==> config.mk <==
export PLATFORM = sky130hd
export DESIGN_NAME = plcl_ctrl
export DESIGN_NICKNAME = d
export VERILOG_FILES = /design/src/plcl_pkg.sv /design/src/plcl_ctrl.sv
export SDC_FILE = /design/constraint.sdc
export NUM_CORES = 1
export LEC_CHECK = 0
export ABC_CLOCK_PERIOD_IN_PS = 1400
export BUFFER_PORTS_ARGS = -buffer_cell sky130_fd_sc_hd__buf_4
export CORE_MARGIN = 5
export CORE_UTILIZATION = 30
export CTS_CLUSTER_DIAMETER = 40
export DETAILED_ROUTE_END_ITERATION = 10
export PLACE_DENSITY_LB_ADDON = 0.25
export SYNTH_ARGS = -nofsm -noshare
export SYNTH_HDL_FRONTEND = slang
export SYNTH_SLANG_ARGS = --single-unit
==> constraint.sdc <==
create_clock -name clk -period 1.4 [get_ports clk]
set_input_delay 0.07 -clock clk [delete_from_list [all_inputs] [get_ports clk]]
set_output_delay 0.07 -clock clk [all_outputs]
set_load 0.01 [all_outputs]
==> src/plcl_pkg.sv <==
// Shared types and constants for the piecewise-linear curve lookup block.
package plcl_pkg;

  localparam logic [2:0] ST_OK        = 3'd0;
  localparam logic [2:0] ST_BAD_START = 3'd1;
  localparam logic [2:0] ST_BAD_END   = 3'd2;
  localparam logic [2:0] ST_DISCONT   = 3'd3;
  localparam logic [2:0] ST_LOOPS     = 3'd4;
  localparam logic [2:0] ST_FULL      = 3'd5;
  localparam logic [2:0] ST_NO_TABLE  = 3'd6;

  localparam logic OP_LOAD  = 1'b0;
  localparam logic OP_QUERY = 1'b1;

  localparam int ONE_Q16 = 65536;
  localparam int DIV_STEPS = 38;

  typedef enum logic [3:0] {
    S_IDLE, S_LOAD, S_QCHK, S_SRCH, S_SWAIT, S_FETCH, S_FWAIT,
    S_MUL, S_DIV, S_FIN, S_OUT
  } state_t;

  // Controller commands to the datapath
  typedef struct packed {
    logic capture;     // register the accepted item
    logic do_load;     // run load checks and write the table
    logic srch_init;   // set up search bounds
    logic srch_rd;     // read x at mid
    logic srch_upd;    // update bounds from read data
    logic rd_lo;       // read entry at lo
    logic rd_hi;       // read entry at hi
    logic lat_lo;      // latch entry at lo
    logic lat_hi;      // latch entry at hi
    logic mul;         // form product
    logic div_step;    // one quotient bit
    logic fin;         // form final value
    logic set_q;       // query result without interpolation
    logic out_load;    // result register of load
  } cmd_t;

  // Datapath status to the controller
  typedef struct packed {
    logic opcode;
    logic table_ok;
    logic clamp;       // query answered without search
    logic srch_done;
    logic div_done;
  } sts_t;

endpackage

==> src/plcl_ctrl.sv <==
// Controller state machine sequencing loads and queries.
module plcl_ctrl (
  input  logic            clk,
  input  logic            rst,
  input  logic            in_valid,
  output logic            in_stall,
  output logic            out_valid,
  input  logic            out_stall,
  input  plcl_pkg::sts_t  sts,
  output plcl_pkg::cmd_t  cmd
);
  import plcl_pkg::*;

  state_t state, state_next;

  always_ff @(posedge clk) begin
    if (rst) state <= S_IDLE;
    else     state <= state_next;
  end

  // Next state
  always_comb begin
    state_next = state;
    case (state)
      S_IDLE:   if (in_valid) state_next = S_QCHK;
      S_QCHK: begin
        if (sts.opcode == OP_LOAD) state_next = S_LOAD;
        else if (!sts.table_ok || sts.clamp) state_next = S_OUT;
        else state_next = S_SRCH;
      end
      S_LOAD:   state_next = S_OUT;
      S_SRCH:   state_next = sts.srch_done ? S_FETCH : S_SWAIT;
      S_SWAIT:  state_next = S_SRCH;
      S_FETCH:  state_next = S_FWAIT;
      S_FWAIT:  state_next = S_MUL;
      S_MUL:    state_next = S_DIV;
      S_DIV:    if (sts.div_done) state_next = S_FIN;
      S_FIN:    state_next = S_OUT;
      S_OUT:    if (!out_stall) state_next = S_IDLE;
      default:  state_next = S_IDLE;
    endcase
  end

  // Outputs
  always_comb begin
    cmd = '0;
    in_stall = (state != S_IDLE);
    out_valid = (state == S_OUT);
    case (state)
      S_IDLE:   cmd.capture = in_valid;
      S_QCHK: begin
        cmd.set_q = (sts.opcode == OP_QUERY);
        cmd.srch_init = (sts.opcode == OP_QUERY);
      end
      S_LOAD:   begin cmd.do_load = 1'b1; cmd.out_load = 1'b1; end
      S_SRCH:   begin cmd.srch_rd = !sts.srch_done; cmd.rd_lo = sts.srch_done; end
      S_SWAIT:  cmd.srch_upd = 1'b1;
      // RAM data for lo arrives while hi is being addressed
      S_FETCH:  begin cmd.rd_hi = 1'b1; cmd.lat_lo = 1'b1; end
      S_FWAIT:  cmd.lat_hi = 1'b1;
      S_MUL:    cmd.mul = 1'b1;
      S_DIV:    cmd.div_step = 1'b1;
      S_FIN:    cmd.fin = 1'b1;
      default:  ;
    endcase
  end
endmodule

==> reports/qor.tcl, run 1 <==
set qor(clockBufferDepth) 2
set qor(grt.busiest_layer) {met2}
set qor(timing.critical_path.max_delay_family) {flip-flops}
set qor(startpoint_type) {flop}
set qor(setup-tns-final_ps) 0
set qor(clk_latency_ps) 230
set qor(async_reset_ff_frac) 0
set qor(1st_iter_drt_viols) 4
set qor(worst_setup_hold_path_clk_slew_ps) 40
set qor(largest_net_degree_at_the_start_of_global_routing) 11
set qor(grt_pass1_wl_um) 1940
set qor(post_cts_buffers) 0
set qor(detailedPlacementHpwl_um) 937
set qor(die_height_um) 47.1
set qor(reg_top3) {state x4}
set qor(timing.final.crit_share) 0.957
set qor(worst_pin_slew_ps) 318
set qor(gr-usage-met1) 0.145
set qor(outcome) {finished, final reports clean}
set qor(vdd.ir_drop.worst_mv) 0.883
set qor(groute.layer.met2.usage) 0.209
set qor(cts.sinks) 4
set qor(slew_violations) 0
set qor(drive_above_1_share) 0.566
set qor(fmax_ghz) 0.747
set qor(finalPower_uw) 1280
set qor(syn-mean-instance-area_um2) 7.12
set qor(critical_path.slowest_cell) {dfxtp_1}
set qor(slack_of_the_worst_reg_to_reg_path_ps) 90
set qor(design.die.area_um2) 2220
set qor(final_design_area_no_fill_um2) 662
set qor(synth_cells) 58
set qor(power_leakage_uw) 0.000300
set qor(cts-root-buf) {clkbuf_4}
set qor(yosys_most_used_dff) {dfxtp_1}
set qor(die_w_um) 47.1
set qor(synth-edff-count) 0
set qor(critical_path_type) {flop to output pin}
set qor(port_buffers) 24
set qor(synth.most_common_cell) {nor2_1}
set qor(crit_path_max_fanout) 8
set qor(worst_setup_path_end_kind) {output pin}
set qor(first_global_vias) 471
set qor(placement.cell_area_um2) 596
set qor(place_congestion) 0.787
set qor(worst_path_largest_cell_delay_ps) 360
set qor(regMostFlops) {state}
set qor(cp.buffers_inverters) 2
set qor(worstPathRequired_ps) 1330
set qor(drt-total-wl_um) 1150
set qor(ys_seq_elements) 4
set qor(clock_tree_from_tritoncts) {done}
set qor(gr-usage-met3) 0.0383
set qor(number_of_antenna_violations_at_the_first_check_in_global_routing) 0
set qor(viasPerCell) 4.92
set qor(count_of_max_cap_constraint_violations) 0
set qor(numCtsBuffers) 3
set qor(synthesis.area_um2) 413
set qor(initial_utilization) 0.317
set qor(final_hold_violation_count) 0
set qor(flip_flop_count_of_the_largest_register_all_copies_and_words_added) 4
set qor(wl_per_cell_um) 11.8
set qor(yosys_warnings) 0
set qor(synth.area.top_cells) {dfxtp_1, buf_4, nand2b_1, nor2_1, nor3_1}
set qor(synth-seq-area-share) 0.194
set qor(worst_clock_skew_ps) 7.91
set qor(finalWorstPathRequiredPeriod_ps) 1340
set qor(global_route.usage.total) 0.119
set qor(rsz0062_at_grt) {yes}
set qor(grt_overflow) 0
set qor(synth_common_cells) {nor2_1, nand2b_1, nor3_1, buf_4}
set qor(synth_largest_type_area_fraction) 0.194
set qor(placement_rows) 13
set qor(drtAntennaViolNets) 0
set qor(setup_viol) 0
set qor(timing.slew.headroom) 0.783
set qor(post-synth-top-area-cell) {dfxtp_1}
set qor(cp_data_arrival_time_ps) 1270
set qor(drt_drc_violations_left) 0
set qor(dr_total_vias) 482
set qor(worst_hold_path_class) {input pin to flop}
set qor(worstPathCellList) {buf_4 > nor4b_4 > buf_4}
set qor(area_growth_pct) 60.3
set qor(layout.nets) 94
set qor(top_level_ports) 25
set qor(number_of_antenna_diodes) 0
set qor(synthDistinctLibCells) 26
set qor(detailedRoute.firstPassIterationCount) 4
set qor(htree_levels) 1
set qor(placeableCoreArea_um2) 1300
set qor(cts_hold_buf) 0
set qor(syn_nets) 67
set qor(pwr_density_cell_nw_per_um2) 1940
set qor(critical_path.most_common_cell) {buf_4}
-- power breakdown --
group / leakage (µW) / switching [µW] / internal, µW
logic: 0.000253 / 466 / 439
clock network: 0.0000138 / 45.7 / 95.8
registers: 0.0000335 / 70.3 / 168
-- stage by stage --
stage               cells  utilization  hold WS, ps  setup slack (ps)
floorplan              58            -          160               177
global placement       95        0.458          280              84.2
detailed placement     95        0.458          277              98.9
CTS                    98        0.488         23.4              40.1
global route           98        0.509         28.1             -15.2
finish                 98        0.509         31.8              60.5
-- timing repair --
action,4_1_cts,5_1_grt
gates resized for setup,3,7
endpoints found under the setup margin,4,12
pin swaps,0,1
cloned,0,0
-- cell usage in the layout (no fill, tap or decap) --
master / count
nor2_2: 1
nand2b_2: 1
clkbuf_4: 3
dfxtp_1: 2
nor4b_4: 1
nor3_1: 3
o21ai_2: 1
nand2_2: 1
inv_1: 3
nand2b_1: 3
dfxtp_2: 2
xnor2_1: 1
a31oi_1: 1
o22ai_1: 1
o2bb2ai_1: 1
buf_4: 29
a21oi_1: 4
nor3_2: 4
a211oi_1: 1
and2_1: 1
or2_2: 1
nand2_1: 1
nor2_1: 8
nor4_2: 1
or3b_1: 1
nand2b_4: 2
o21ai_0: 3
nand3_1: 1
a2111oi_0: 1
-- layout make-up --
class                           instances  area, µm²
Fill cell                             144        639
Tap cell                               15       18.8
Clock buffer                            3       22.5
Inverter                                3       11.3
Multi-Input combinational cell         44        309
Sequential cell                         4       82.6
Timing Repair Buffer                   29        218
-- worst paths after layout --
check	depth (start not counted)	start	endpoint
worst min register to register	1	state[1]$_SDFFE_PP0P_	state[2]$_SDFFE_PP0P_
worst max register to register	4	state[2]$_SDFFE_PP0P_	state[3]$_SDFFE_PP0P_
worst min-delay path	2	rst	state[2]$_SDFFE_PP0P_
worst max-delay path	3	state[3]$_SDFFE_PP0P_	cmd[8]
-- layer usage --
metal | vias up | part of all wire
met5 | - | 0
met1 | 217 | 0.44
met3 | 0 | 0.066
li1 | 251 | -
met4 | 0 | 0
met2 | 14 | 0.49
-- cells by family (layout without fill, tap and decap cells) --
family / after synthesis / count (layout) / share of synthesized area
DFF: 4 / 4 / 0.194
AOI/OAI and AO/OA: 13 / 13 / 0.197
buffers and inverters: 10 / 35 / 0.158
xor gates and xnor gates: 1 / 1 / 0.0212
and+or+nand+nor: 30 / 30 / 0.430
-- worst register-to-register path, stage by stage, from the launching register on --
cell and delay [ps]:
dfxtp_1 310, buf_4 180, nand2b_1 230, nor3_1 350, o2bb2ai_1 160
Note: power is estimated with default switching activity, not from simulation.
==> inputs of run 2 (changes only) <==
--- a/config.mk
+++ b/config.mk
@@ -5,10 +5,12 @@
 export SDC_FILE = /design/constraint.sdc
 export NUM_CORES = 1
 export LEC_CHECK = 0
-export ABC_CLOCK_PERIOD_IN_PS = 1400
+export ABC_CLOCK_PERIOD_IN_PS = 1200
 export BUFFER_PORTS_ARGS = -buffer_cell sky130_fd_sc_hd__buf_4
+export CELL_PAD_IN_SITES_DETAIL_PLACEMENT = 2
+export CELL_PAD_IN_SITES_GLOBAL_PLACEMENT = 2
 export CORE_MARGIN = 5
-export CORE_UTILIZATION = 30
+export CORE_UTILIZATION = 18
 export CTS_CLUSTER_DIAMETER = 40
 export DETAILED_ROUTE_END_ITERATION = 10
 export PLACE_DENSITY_LB_ADDON = 0.25
==> constraint.sdc (replaced) <==
create_clock -name clk -period 1.2 [get_ports clk]
set_input_delay 0.06 -clock clk [delete_from_list [all_inputs] [get_ports clk]]
set_output_delay 0.06 -clock clk [all_outputs]
set_load 0.01 [all_outputs]
==> run 2 against run 1 <==
Effect of this change:
- the run now ends with setup timing left
- flip-flop and latch count is the same
- largest power group unchanged
- critical path type unchanged
- critical path depth grew 1
- global-route usage shrank 0.26 points
==> reports/qor.tcl, run 2 (same netlist as run 1, synthesis figures left out) <==
set qor(initial_utilization) 0.188 ;# -0.129
set qor(layout.nets) 111 ;# +18%
set qor(1st_iter_drt_viols) 6 ;# +2
set qor(rsz0062_at_grt) {yes}
set qor(wl_per_cell_um) 16.1 ;# +37%
set qor(placement.cell_area_um2) 697 ;# +17%
set qor(number_of_antenna_violations_at_the_first_check_in_global_routing) 0 ;# unchanged
set qor(drtAntennaViolNets) 0 ;# unchanged
set qor(flip_flop_count_of_the_largest_register_all_copies_and_words_added) 4 ;# unchanged
set qor(placement_rows) 17 ;# +4
set qor(grt.busiest_layer) {met2}
set qor(worst_path_largest_cell_delay_ps) 360 ;# about the same
set qor(cts.sinks) 4 ;# unchanged
set qor(reg_top3) {state x4}
set qor(finalWorstPathRequiredPeriod_ps) 1300
set qor(worst_setup_path_end_kind) {output pin}
set qor(number_of_antenna_diodes) 0 ;# unchanged
set qor(timing.critical_path.max_delay_family) {simple AND/OR/NAND/NOR gates}
set qor(gr-usage-met1) 0.126 ;# -0.0190
set qor(power_leakage_uw) 0.000422 ;# +41%
set qor(worst_clock_skew_ps) 9.82 ;# +1.92 ps
set qor(final_hold_violation_count) 0 ;# unchanged
set qor(failing_checks) {setup timing}
set qor(worst_pin_slew_ps) 264 ;# -54.1 ps
set qor(clockBufferDepth) 2 ;# unchanged
set qor(most-common-layout-cells) {buf_4, buf_6, nand2b_4}
set qor(regToRegStartpoint) {state[3]$_SDFFE_PP0P_}
set qor(htree_levels) 1 ;# unchanged
set qor(worst_r2r_endpoint) {state[0]$_SDFFE_PP0P_}
set qor(crit_path_max_fanout) 6 ;# -2
set qor(groute.layer.met2.usage) 0.223 ;# +0.0139
set qor(critical_path_type) {flop to output pin}
set qor(timing.slew.headroom) 0.823 ;# +0.0402
set qor(worstPathCellList) {or2_4 > nand2b_4 > nor2_1 > buf_4}
set qor(worst_setup_hold_path_clk_slew_ps) 40 ;# about the same
set qor(r2r.worst_path.cells) 4 ;# unchanged
set qor(min_from) {rst}
set qor(clock_tree_from_tritoncts) {done}
set qor(grt_overflow) 0 ;# unchanged
set qor(port_buffers) 24 ;# unchanged
set qor(numCtsBuffers) 3 ;# unchanged
set qor(setup_slack_ps) -104 ;# -165 ps
set qor(cts-root-buf) {clkbuf_4}
set qor(timing.hold.worst_endpoint) {state[2]$_SDFFE_PP0P_}
set qor(placeableCoreArea_um2) 2190 ;# +68%
set qor(startpoint_type) {flop}
set qor(die_w_um) 57.9 ;# +23%
set qor(post-route-util) 0.438 ;# -0.0706
set qor(min_path_cells) 2 ;# unchanged
set qor(largest_net_degree_at_the_start_of_global_routing) 9 ;# -2
set qor(setup_viol) 16 ;# +16
set qor(outcome) {finished, violations left}
set qor(viasPerCell) 4.65 ;# -5.5%
set qor(regMostFlops) {state}
set qor(drive_above_1_share) 0.770 ;# +0.204
set qor(critical_path.slowest_cell) {dfxtp_4}
set qor(cts_hold_buf) 0 ;# unchanged
set qor(slew_violations) 0 ;# unchanged
set qor(first_global_vias) 655 ;# +39%
set qor(detailedRoute.firstPassIterationCount) 4 ;# unchanged
set qor(drt-total-wl_um) 2070 ;# +79%
set qor(worst_hold_path_class) {input pin to flop}
set qor(vdd.ir_drop.worst_mv) 1.10 ;# +24%
set qor(leading_cell_type_in_the_layout_fill_and_taps_excluded) {buf_4}
set qor(worstPathRequired_ps) 1140 ;# -190 ps
set qor(pwr_density_cell_nw_per_um2) 2410 ;# +24%
set qor(grt_pass1_wl_um) 3030 ;# +56%
set qor(global_route.usage.total) 0.117 ;# -0.00255
set qor(clk_latency_ps) 240 ;# about the same
set qor(slack_of_the_worst_reg_to_reg_path_ps) -50 ;# -140 ps
set qor(count_of_max_cap_constraint_violations) 0 ;# unchanged
set qor(top_level_ports) 25 ;# unchanged
set qor(design.die.area_um2) 3350 ;# +51%
set qor(cp_data_arrival_time_ps) 1240 ;# -30 ps
set qor(dr_total_vias) 595 ;# +23%
set qor(detailedPlacementHpwl_um) 1360 ;# +45%
set qor(drt_drc_violations_left) 0 ;# unchanged
set qor(area_growth_pct) 132
set qor(die_height_um) 57.9 ;# +23%
set qor(detailedPlace.worstSlack_ps) -67.4 ;# -166 ps
set qor(cp.buffers_inverters) 1 ;# -1
set qor(place_congestion) 0.746 ;# -5.3%
set qor(final_design_area_no_fill_um2) 960 ;# +45%
set qor(timing.final.crit_share) 1.09
set qor(fmax_ghz) 0.767
set qor(gr-usage-met3) 0.0356 ;# -0.00268
-- run 2: report_power, final --
group	total (µW)	switching, µW	internal (µW)
clock network	170	57.7	112
registers	358	135	222
logic	1780	817	965
total	2310	1010	1300
-- run 2: layout make-up --
class,count,area [µm²]
clock buffers,3,22.5
fillers,259,1230
inverters,3,11.3
multi-input cells,44,402
flip-flops and latches,4,95.1
well taps,28,35.0
repair buffers,46,394
-- run 2: worst max path at each step --
stage,cells past startpoint,slack [ps],from,end
final,4,-100,state[2]$_SDFFE_PP0P_,cmd[13]
after detailed placement,4,-70,state[1]$_SDFFE_PP0P_,state[1]$_SDFFE_PP0P_
after CTS,4,-80,state[0]$_SDFFE_PP0P_,cmd[1]
after floorplan,5,20,state[0]$_SDFFE_PP0P_,cmd[11]
after global placement,4,-70,state[2]$_SDFFE_PP0P_,state[1]$_SDFFE_PP0P_
after global routing,4,-160,state[2]$_SDFFE_PP0P_,cmd[13]
-- run 2: metrics by stage --
stage | std cells | TNS, ps | total power [µW] | hold WS, ps
floorplan | 58 | 0 | 949 | 150
finish | 128 | -685 | 2310 | 14.1
detailed placement | 118 | -188 | 1520 | 282
global route | 128 | -1770 | 2480 | 12.2
global placement | 118 | -140 | 1490 | 283
CTS | 125 | -813 | 2170 | 15.2
-- run 2: routing by layer --
layer	up-vias	routed length, µm
met5	-	0
met1	292	828
met4	0	6
met2	17	1160
met3	2	72
li1	284	-
-- run 2: timing repair --
action / 4_1_cts / 5_1_grt
endpoints found under the hold margin: 0 / 0
setup endpoints to repair: 19 / 19
pin swaps: 5 / 7
setup buffers: 4 / 3
gates resized for setup: 41 / 8
-- run 2: worst reg2reg max path, cell delays in order (launching register included) --
cell and delay, ps:
dfxtp_4 390, or3b_1 370, a21oi_1 190, nor3_1 90
nor3_2 160
